--- src/hw/rtl/ill_pkg.sv ---
// shared types and constants for the inline line layout block
package ill_pkg;

	localparam int LINE_FRAGS = 32;
	localparam int FIDX_W = $clog2(LINE_FRAGS);
	localparam int FCNT_W = $clog2(LINE_FRAGS + 1);
	localparam int QDEPTH = 2;
	localparam int PL_W = 40;
	localparam int SH_W = 50;

	localparam logic OP_RUN = 1'b0;
	localparam logic OP_FLUSH = 1'b1;

	localparam logic [1:0] VA_BASE = 2'd0;
	localparam logic [1:0] VA_TOP = 2'd1;
	localparam logic [1:0] VA_MID = 2'd2;
	localparam logic [1:0] VA_BOT = 2'd3;

	localparam logic CFG_MAX_WIDTH = 1'b0;
	localparam logic CFG_START_X = 1'b1;

	typedef struct packed {
		logic        op;
		logic [15:0] run_width;
		logic [15:0] run_height;
		logic [15:0] run_asc;
		logic [1:0]  valign;
	} in_item_t;

	typedef struct packed {
		logic [15:0] run_number;
		logic [15:0] line_number;
		logic [23:0] frag_x;
		logic [23:0] frag_y;
		logic [15:0] frag_width;
		logic [15:0] frag_height;
		logic [15:0] frag_ascent;
		logic [16:0] line_total_height;
		logic        line_end;
	} out_item_t;

	// classified command passed from front to back
	typedef struct packed {
		logic        flush;
		logic        wrap;
		logic [23:0] frag_x;
		logic [15:0] run_number;
		logic [15:0] width;
		logic [15:0] height;
		logic [15:0] ascent;
		logic [1:0]  valign;
	} cmd_t;

	typedef enum logic [1:0] {
		ST_IDLE,
		ST_EMIT,
		ST_LAST
	} back_state_t;

	function automatic logic [15:0] resolve_asc(input logic [15:0] h, input logic [15:0] a);
		logic [15:0] lim;
		begin
			lim = (h != '0) ? h : a;
			if (a == '0) return h;
			return (a < lim) ? a : lim;
		end
	endfunction

	function automatic logic [23:0] sat24(input logic [24:0] v);
		return v[24] ? 24'hFFFFFF : v[23:0];
	endfunction

endpackage

--- src/hw/rtl/ill_front.sv ---
// front end: cursor tracking, wrap decision, command generation
module ill_front import ill_pkg::*; (
	input  logic        clk,
	input  logic        arst_n,
	input  logic        in_valid,
	input  in_item_t    in_item,
	output logic        in_stall,
	input  logic        cfg_we,
	input  logic        cfg_idx,
	input  logic [23:0] cfg_data,
	output logic        cmd_valid,
	output cmd_t        cmd,
	input  logic        cmd_full
);
	logic [23:0] max_width_q, start_x_q, cursor_x_q;
	logic [15:0] run_counter_q;
	logic        line_open_q;
	logic [FCNT_W-1:0] frag_count_q;
	logic        wrap;
	logic [24:0] sum_x;

	assign in_stall = cmd_full;
	assign sum_x = {1'b0, cursor_x_q} + {9'd0, in_item.run_width};
	assign wrap = line_open_q && (((max_width_q != '0) && (cursor_x_q != '0) &&
		(sum_x > {1'b0, max_width_q})) || (frag_count_q >= FCNT_W'(LINE_FRAGS)));

	always_comb begin
		cmd.flush = (in_item.op == OP_FLUSH);
		cmd.wrap = (in_item.op == OP_FLUSH) ? line_open_q : wrap;
		cmd.frag_x = wrap ? '0 : cursor_x_q;
		cmd.run_number = run_counter_q;
		cmd.width = in_item.run_width;
		cmd.height = in_item.run_height;
		cmd.ascent = resolve_asc(in_item.run_height, in_item.run_asc);
		cmd.valign = in_item.valign;
	end
	assign cmd_valid = in_valid && !cmd_full;

	always_ff @(posedge clk or negedge arst_n) begin
		if (!arst_n) begin
			max_width_q <= '0;
			start_x_q <= '0;
			cursor_x_q <= '0;
			run_counter_q <= '0;
			line_open_q <= 1'b0;
			frag_count_q <= '0;
		end else begin
			if (cfg_we) begin
				if (cfg_idx == CFG_MAX_WIDTH) max_width_q <= cfg_data;
				else begin
					start_x_q <= cfg_data;
					if (!line_open_q) cursor_x_q <= cfg_data;
				end
			end
			if (cmd_valid) begin
				if (in_item.op == OP_FLUSH) begin
					cursor_x_q <= start_x_q;
					run_counter_q <= '0;
					line_open_q <= 1'b0;
					frag_count_q <= '0;
				end else begin
					line_open_q <= 1'b1;
					run_counter_q <= run_counter_q + 16'd1;
					if (wrap) begin
						cursor_x_q <= {8'd0, in_item.run_width};
						frag_count_q <= FCNT_W'(1);
					end else begin
						cursor_x_q <= sat24(sum_x);
						frag_count_q <= frag_count_q + FCNT_W'(1);
					end
				end
			end
		end
	end
endmodule

--- src/hw/rtl/ill_queue.sv ---
// short command queue between front and back
module ill_queue import ill_pkg::*; (
	input  logic clk,
	input  logic arst_n,
	input  logic push,
	input  cmd_t push_data,
	output logic full,
	input  logic pop,
	output logic empty,
	output cmd_t pop_data
);
	cmd_t mem_q [QDEPTH];
	logic [$clog2(QDEPTH)-1:0] wp_q, rp_q;
	logic [$clog2(QDEPTH+1)-1:0] cnt_q;

	assign full = (cnt_q == ($clog2(QDEPTH+1))'(QDEPTH));
	assign empty = (cnt_q == '0);
	assign pop_data = mem_q[rp_q];

	always_ff @(posedge clk) begin
		if (push) mem_q[wp_q] <= push_data;
	end

	always_ff @(posedge clk or negedge arst_n) begin
		if (!arst_n) begin
			wp_q <= '0;
			rp_q <= '0;
			cnt_q <= '0;
		end else begin
			if (push) wp_q <= wp_q + 1'b1;
			if (pop) rp_q <= rp_q + 1'b1;
			cnt_q <= cnt_q + ($clog2(QDEPTH+1))'(push) - ($clog2(QDEPTH+1))'(pop);
		end
	end
endmodule

--- src/hw/rtl/ill_back.sv ---
// back end: fragment buffer, line metrics, line emission
module ill_back import ill_pkg::*; (
	input  logic        clk,
	input  logic        arst_n,
	input  logic        q_empty,
	input  cmd_t        q_cmd,
	output logic        q_pop,
	output logic        out_valid,
	output out_item_t   out_item,
	input  logic        out_stall,
	output logic        busy
);
	logic [PL_W-1:0] place_mem [LINE_FRAGS];
	logic [SH_W-1:0] shape_mem [LINE_FRAGS];
	logic [PL_W-1:0] place_rd_q;
	logic [SH_W-1:0] shape_rd_q;

	back_state_t state_q, state_d;
	logic [FCNT_W-1:0] count_q, rd_q;
	logic [FIDX_W-1:0] wr_idx;
	logic [15:0] max_asc_q, max_desc_q, line_ctr_q;
	logic [23:0] cursor_y_q;
	logic        out_valid_q;
	out_item_t   out_q;
	logic        out_free;
	logic        start_emit, rd_en, emit_fire;
	logic [15:0] rd_desc;
	logic [16:0] lh, slack;
	logic [15:0] va_off;
	logic [24:0] y;

	assign out_free = !out_valid_q || !out_stall;
	assign out_valid = out_valid_q;
	assign out_item = out_q;
	assign busy = (state_q != ST_IDLE) || out_valid_q;

	// pending command needs emission first when it closes a nonempty line
	always_comb begin
		state_d = state_q;
		q_pop = 1'b0;
		start_emit = 1'b0;
		rd_en = 1'b0;
		emit_fire = 1'b0;
		unique case (state_q)
			ST_IDLE: begin
				if (!q_empty) begin
					if (q_cmd.wrap && count_q != '0) begin
						start_emit = 1'b1;
						rd_en = 1'b1;
						state_d = ST_EMIT;
					end else begin
						q_pop = 1'b1;
					end
				end
			end
			ST_EMIT: begin
				if (out_free) begin
					emit_fire = 1'b1;
					if (rd_q == count_q) state_d = ST_LAST;
					else rd_en = 1'b1;
				end
			end
			ST_LAST: begin
				state_d = ST_IDLE;
			end
			default: state_d = ST_IDLE;
		endcase
	end

	assign lh = {1'b0, max_asc_q} + {1'b0, max_desc_q};
	always_comb begin
		slack = (lh > {1'b0, shape_rd_q[31:16]}) ? lh - {1'b0, shape_rd_q[31:16]} : '0;
		case (shape_rd_q[49:48])
			VA_TOP: va_off = '0;
			VA_MID: va_off = slack[16:1];
			VA_BOT: va_off = '0;
			default: va_off = (max_asc_q > shape_rd_q[47:32]) ?
				max_asc_q - shape_rd_q[47:32] : '0;
		endcase
		if (shape_rd_q[49:48] == VA_BOT)
			y = {1'b0, cursor_y_q} + {8'd0, slack};
		else
			y = {1'b0, cursor_y_q} + {9'd0, va_off};
	end

	assign rd_desc = (q_cmd.height > q_cmd.ascent) ? q_cmd.height - q_cmd.ascent : '0;

	always_ff @(posedge clk) begin
		if (rd_en) begin
			place_rd_q <= place_mem[start_emit ? '0 : rd_q[FIDX_W-1:0]];
			shape_rd_q <= shape_mem[start_emit ? '0 : rd_q[FIDX_W-1:0]];
		end
		if (q_pop && !q_cmd.flush)
			place_mem[wr_idx] <= {q_cmd.run_number, q_cmd.frag_x};
		if (q_pop && !q_cmd.flush)
			shape_mem[wr_idx] <= {q_cmd.valign, q_cmd.ascent, q_cmd.height, q_cmd.width};
		if (emit_fire) begin
			out_q.run_number <= place_rd_q[39:24];
			out_q.line_number <= line_ctr_q;
			out_q.frag_x <= place_rd_q[23:0];
			out_q.frag_y <= sat24(y);
			out_q.frag_width <= shape_rd_q[15:0];
			out_q.frag_height <= shape_rd_q[31:16];
			out_q.frag_ascent <= shape_rd_q[47:32];
			out_q.line_total_height <= lh;
			out_q.line_end <= (rd_q == count_q);
		end
	end

	// write index of the next fragment: zero once a wrap has been emitted
	always_comb wr_idx = (q_cmd.wrap) ? '0 : count_q[FIDX_W-1:0];

	always_ff @(posedge clk or negedge arst_n) begin
		if (!arst_n) begin
			state_q <= ST_IDLE;
			count_q <= '0;
			rd_q <= '0;
			max_asc_q <= '0;
			max_desc_q <= '0;
			line_ctr_q <= '0;
			cursor_y_q <= '0;
			out_valid_q <= 1'b0;
		end else begin
			state_q <= state_d;
			if (start_emit) rd_q <= FCNT_W'(1);
			else if (rd_en) rd_q <= rd_q + FCNT_W'(1);
			if (emit_fire) out_valid_q <= 1'b1;
			else if (!out_stall) out_valid_q <= 1'b0;
			// line closed: drop count so the queued command pops next
			if (state_q == ST_LAST) begin
				count_q <= '0;
			end
			if (q_pop) begin
				if (q_cmd.flush) begin
					count_q <= '0;
					max_asc_q <= '0;
					max_desc_q <= '0;
					line_ctr_q <= '0;
					cursor_y_q <= '0;
				end else if (q_cmd.wrap) begin
					cursor_y_q <= sat24({1'b0, cursor_y_q} + {8'd0, lh});
					line_ctr_q <= line_ctr_q + 16'd1;
					count_q <= FCNT_W'(1);
					max_asc_q <= q_cmd.ascent;
					max_desc_q <= rd_desc;
				end else begin
					count_q <= count_q + FCNT_W'(1);
					if (q_cmd.ascent > max_asc_q) max_asc_q <= q_cmd.ascent;
					if (rd_desc > max_desc_q) max_desc_q <= rd_desc;
				end
			end
		end
	end
endmodule

--- src/hw/rtl/inline_line_layout_top.sv ---
// top level of the greedy inline line breaker
// emission: a beat that closes a line passes the queue, the fragment buffer read register and
//   the output register before its first fragment, then one fragment per unstalled cycle
// throughput: one run per cycle while no line closes; a closed line holds the back end while
//   its fragments are read out through the single read port of the fragment buffer
// reset: arst_n clears all cursors, counters and the queue; buffer contents stay undefined
module inline_line_layout_top import ill_pkg::*; (
	input  logic        clk,
	input  logic        arst_n,
	input  logic        in_valid,
	input  in_item_t    in_data,
	output logic        in_stall,
	output logic        out_valid,
	output out_item_t   out_data,
	input  logic        out_stall,
	input  logic        cfg_valid,
	output logic        cfg_ready,
	input  logic [0:0]  cfg_index,
	input  logic [23:0] cfg_data
);
	// front to queue
	logic cmd_valid, q_full, q_empty, q_pop, back_busy;
	cmd_t cmd, q_cmd;
	logic cfg_we;

	// configuration is always taken; writes arrive only when idle is a rule for the user, not enforced here
	assign cfg_ready = 1'b1;
	assign cfg_we = cfg_valid && cfg_ready;

	ill_front u_front (
		.clk, .arst_n,
		.in_valid, .in_item(in_data), .in_stall,
		.cfg_we, .cfg_idx(cfg_index[0]), .cfg_data,
		.cmd_valid, .cmd, .cmd_full(q_full)
	);

	// decoupling queue buffers up to QDEPTH front commands, the closing one included, while back emits a line
	ill_queue u_queue (
		.clk, .arst_n,
		.push(cmd_valid), .push_data(cmd), .full(q_full),
		.pop(q_pop), .empty(q_empty), .pop_data(q_cmd)
	);

	ill_back u_back (
		.clk, .arst_n,
		.q_empty, .q_cmd, .q_pop,
		.out_valid, .out_item(out_data), .out_stall,
		.busy(back_busy)
	);

	// a stalled result beat must hold its payload
	assert property (@(posedge clk) disable iff (!arst_n)
		out_valid && out_stall |=> out_valid && $stable(out_data))
		else $error("result beat changed under stall");

	// no pop from an empty queue
	assert property (@(posedge clk) disable iff (!arst_n) q_pop |-> !q_empty)
		else $error("queue underflow");

	// no push into a full queue
	assert property (@(posedge clk) disable iff (!arst_n) cmd_valid |-> !q_full)
		else $error("queue overflow");

	// a pending result beat keeps the back end busy
	assert property (@(posedge clk) disable iff (!arst_n) out_valid |-> back_busy)
		else $error("result beat while back end idle");
endmodule
--- config.mk ---
export PLATFORM = sky130hd
export DESIGN_NAME = inline_line_layout_top
export DESIGN_NICKNAME = d
export VERILOG_FILES = /design/src/hw/rtl/ill_pkg.sv /design/src/hw/rtl/ill_front.sv /design/src/hw/rtl/ill_queue.sv /design/src/hw/rtl/ill_back.sv /design/src/hw/rtl/inline_line_layout_top.sv
export SDC_FILE = /design/constraint.sdc
export NUM_CORES = 2
export LEC_CHECK = 0
export ABC_AREA = 1
export BUFFER_PORTS_ARGS = -buffer_cell sky130_fd_sc_hd__buf_2
export CAP_MARGIN = 30
export CELL_PAD_IN_SITES_DETAIL_PLACEMENT = 0
export CELL_PAD_IN_SITES_GLOBAL_PLACEMENT = 1
export CORE_MARGIN = 2
export CORE_UTILIZATION = 54
export CTS_BUF_LIST = sky130_fd_sc_hd__clkbuf_8
export CTS_CLUSTER_SIZE = 8
export DETAILED_ROUTE_END_ITERATION = 8
export HOLD_SLACK_MARGIN = 0.1
export PLACE_DENSITY_LB_ADDON = 0.3
export SLEW_MARGIN = 30
export SYNTH_ARGS = -nofsm -noshare
export SYNTH_HDL_FRONTEND = slang
export SYNTH_SLANG_ARGS = --single-unit
export TNS_END_PERCENT = 20
--- constraint.sdc ---
create_clock -name clk -period 13.05 [get_ports clk]
set_clock_uncertainty 0.15 [all_clocks]
set_input_delay 2.61 -clock clk [delete_from_list [all_inputs] [get_ports clk]]
set_output_delay 2.61 -clock clk [all_outputs]
set_load 0.05 [all_outputs]
==> impl_metrics.yaml <==
status:
  outcome: "finished, final reports clean"
critical_path:
  crit_arrival_ns: 7.64
  critPathKind: "flop to flop"
  crit_path_end_kind: "flop"
  r2r_end: "u_back.out_item[68]$_SDFFCE_PP1P_"
  cp_max_fo: 27
  reg2reg_slack_ns: 6.12
  slowest_delay_ns: 0.59
  crit_start: "u_back.max_desc_q[0]$_DFFE_PN0P_"
  cp_num_buf_inv: 2
  reg2reg_from: "u_back.max_desc_q[0]$_DFFE_PN0P_"
  cp_slowest_cell: "nand2_1"
  ff2ff_path_depth: 33
  crit_family: "simple AND/OR/NAND/NOR gates"
  cp.required_ns: 13.77
  path_common_cell: "nand2_1"
  start_kind: "flop"
yosys:
  synth_edf_count: 3300
  synthCells: 11520
  syn_area_sq_um: 146500
  synth-adder-area-share_pct: 1.752
  synth-simple-area-share_pct: 15.42
  syn_area_per_cell_sq_um: 12.72
  syn-num-nets: 11802
  synth_top_family_by_area: "simple AND/OR/NAND/NOR gates"
  synth-compound-area-share_pct: 7.935
  yosysWarningCount: 0
  ys.flop_type: "edfxtp_1"
  ys_types: 56
  synth-xor-area-share_pct: 0.6395
  yosysSeqAreaShare_pct: 70.80
  async_flop_share_pct: 5.336
  muxShareOfSynthArea_pct: 0.007684
  synth_seq_cells: 3486
timing:
  slew_headroom_pct: 29.49
  worst_slew_pin_slew_ns: 1.058
  finalHoldViolations: 0
  whs_ns: 0.2549
  slew_viol_final: 0
  post-route-period-util_pct: 53.08
  setup_viol: 0
  min_period_ns: 6.926
  grt_setup_unrepaired: "no"
  max_freq_mhz: 144.4
  fin_setup_tns_ns: 0
route:
  wl_per_cell_microns: 27.16
  route.antenna.remaining_nets: 0
  drtIter0Drc: 12045
  drtPass1Iterations: 6
  viasPerCell: 6.162
  drt-total-wl_microns: 429800
  vias: 97508
  drc: 0
cts:
  cts_buffers: 576
  clock_latency_ns: 1.18
  clock_sinks: 3486
  cts-htree-levels: 6
  ctsHoldBuffers: 0
  cts_resized: 0
  post_cts_buffers: 0
  cts-root-buf: "clkbuf_8"
  cts_buffer_depth: 4
  clk_pin_slew_worst_paths_ns: 0.06
  cts_tree: "done"
placement:
  gp_congestion: 0.8955
  portBuffers: 228
  dpl.hpwl_microns: 226000
power:
  p_sw_mw: 16.78
  total_power_mw: 40.54
  p_sw_share_pct: 41.38
  p_seq_share_pct: 38.6
  pwr-share-clk_pct: 21.4
  internal_power_mw: 23.76
  pwr-share-comb_pct: 40.0
  peakVddDrop_mv: 0.2522
  leakagePower_nw: 57.20
  p_per_area_nw_per_um2: 250.6
floorplan:
  initial_core_util_pct: 54.22
  die_area_sq_um: 275600
  core.rowCount: 191
  die_w_microns: 524.9
  boundaryPins: 230
  coreArea_sq_um: 270300
  die_h_microns: 524.9
min_path:
  hold_depth: 0
  holdPathEnd: "u_back.out_item[108]$_DFFE_PP_"
  min_path_type: "flop to flop"
  min_from: "u_back.place_rd_q[18]$_DFFE_PP_"
global_routing:
  grt_pass1_vias: 94928
  track_usage_pct: 30.49
  grt_max_degree: 224
  grt_pass1_wl_microns: 624800
  antenna_found_initial: 17
  grt-ovfl-total: 0
finish:
  nets: 12115
  seq_area_sq_um: 103800
  area_growth_pct: 10.38
  drive_gt1_share_pct: 13.81
  multi_input_area_sq_um: 38210
  fillers: 21108
job:
  drv_cap: 0
-- metrics by stage --
stage | area, sq um | utilization (%) | setup slack (ns) | instances
floorplan | 146500 | - | 0.9113 | 11520
global placement | 150900 | 55.81 | 5.514 | 14802
detailed placement | 151300 | 55.97 | 5.544 | 14816
CTS | 161500 | 59.74 | 6.138 | 15809
global route | 161800 | 59.84 | 5.322 | 15822
finish | 161800 | 59.85 | 6.124 | 15825
-- Yosys cell counts (8+ instances only) --
cell      count  area share (%)
a21o_1       20            0.10
a21oi_1     244            0.83
buf_1        96            0.25
buf_2       151            0.52
buf_4        59            0.30
buf_6        28            0.22
clkbuf_1    328            0.84
clkbuf_2     38            0.13
clkinv_1      8           0.020
dfrtp_1     186             3.2
edfxtp_1   3300              68
ha_1        194             1.7
inv_1       451             1.2
nand2_1    1946             5.0
nand3_1    1661             5.7
nand4_1      41            0.18
nor2_1      242            0.62
nor3_1       38            0.13
nor4_1       11           0.047
o211ai_1    882             4.5
o211ai_2     10           0.085
o21a_1       37            0.19
o21ai_0     192            0.66
o21bai_1     14           0.072
o22ai_1     305             1.3
or2_0        95            0.41
or2_1       306             1.3
or2_2       451             1.9
xnor2_1      33            0.20
xor2_1       74            0.44
-- cell families (layout without fill, tap and decap cells) --
logic type / count (synthesis) / after routing
compound gates: 1738 / 1738
xor+xnor: 107 / 107
fa+ha+maj: 201 / 201
buf+inv: 1166 / 1894
flops: 3486 / 3486
mux: 1 / 1
other cells: 1 / 8
simple gates: 4820 / 4820
-- power groups by stage --
stage	registers [mW]	logic (mW)	clock network (mW)
floorplan	16.3	10.4	0
global route	15.7	17.6	9.26
CTS	15.7	16.0	8.78
detailed placement	15.9	15.9	0
global placement	15.9	15.6	0
finish	15.7	16.2	8.67
-- final cells by class --
type / count / share of cell area [%]
flip-flops and latches: 3486 / 64.14
multi-input cells: 6868 / 23.62
clock buffers: 600 / 5.105
well taps: 3570 / 2.761
repair buffers: 435 / 2.071
clock inverters: 393 / 1.180
inverters: 466 / 1.108
diodes: 7 / 0.01083
-- how the worst max path moves through the flow --
stage | to | slack, ns | cells past startpoint
2_1_floorplan | u_back.rd_q[5]$_DFFE_PN0P_ | 0.91 | 10
3_3_place_gp | u_front.cursor_x_q[20]$_DFFE_PN0P_ | 5.51 | 26
3_5_place_dp | u_front.cursor_x_q[18]$_DFFE_PN0P_ | 5.54 | 26
4_1_cts | u_back.out_item[68]$_SDFFCE_PP1P_ | 6.14 | 33
5_1_grt | u_back.out_item[68]$_SDFFCE_PP1P_ | 5.32 | 33
6_report | u_back.out_item[68]$_SDFFCE_PP1P_ | 6.12 | 33
-- layer usage --
metal | global-route usage, % | vias to the layer above | share of wire [%]
met5 | 0 | - | 0.020
met4 | 10.81 | 14 | 3.6
met3 | 4.904 | 901 | 9.4
met2 | 49.15 | 5167 | 47
met1 | 42.21 | 48445 | 40
li1 | - | 42981 | -
-- cell usage in the layout, fill, tap and decap left out, types with 10 or more instances in the layout --
| cell | synthesis | final |
|---|---|---|
| nor3_1 | 38 | 37 |
| clkinv_1 | 8 | 98 |
| buf_6 | 28 | 18 |
| o211ai_1 | 882 | 882 |
| clkinv_2 | 0 | 28 |
| o21a_1 | 37 | 37 |
| o211ai_2 | 10 | 10 |
| or2_0 | 95 | 95 |
| o21ai_0 | 192 | 191 |
| clkbuf_8 | 0 | 600 |
| ha_1 | 194 | 194 |
| inv_2 | 7 | 12 |
| xnor2_1 | 33 | 33 |
| nor2_4 | 1 | 33 |
| buf_16 | 0 | 15 |
| nand2_2 | 3 | 50 |
| inv_6 | 0 | 10 |
| or2_2 | 451 | 451 |
| dfrtp_1 | 186 | 184 |
| a21o_1 | 20 | 20 |
| buf_4 | 59 | 151 |
| nand2_1 | 1946 | 1894 |
| nand4_1 | 41 | 41 |
| o21bai_1 | 14 | 14 |
| edfxtp_1 | 3300 | 3300 |
| buf_2 | 151 | 227 |
| xor2_1 | 74 | 74 |
| inv_8 | 0 | 12 |
| nand3_1 | 1661 | 1661 |
| buf_12 | 0 | 21 |
| a21oi_1 | 244 | 243 |
| nor2_1 | 242 | 209 |
| o22ai_1 | 305 | 305 |
| inv_1 | 451 | 670 |
| or2_1 | 306 | 306 |
-- state kept, by name (all words and copies together) (netlist names), 40 cells and up --
| name | flops |
|---|---|
| u_queue.mem_q | 184 |
| u_back.shape_mem | 1600 |
| u_back.out_item | 146 |
| u_back.place_mem | 1280 |
| u_back.shape_rd_q | 50 |
| u_back.place_rd_q | 40 |
Note: power is estimated with default switching activity, not from simulation.
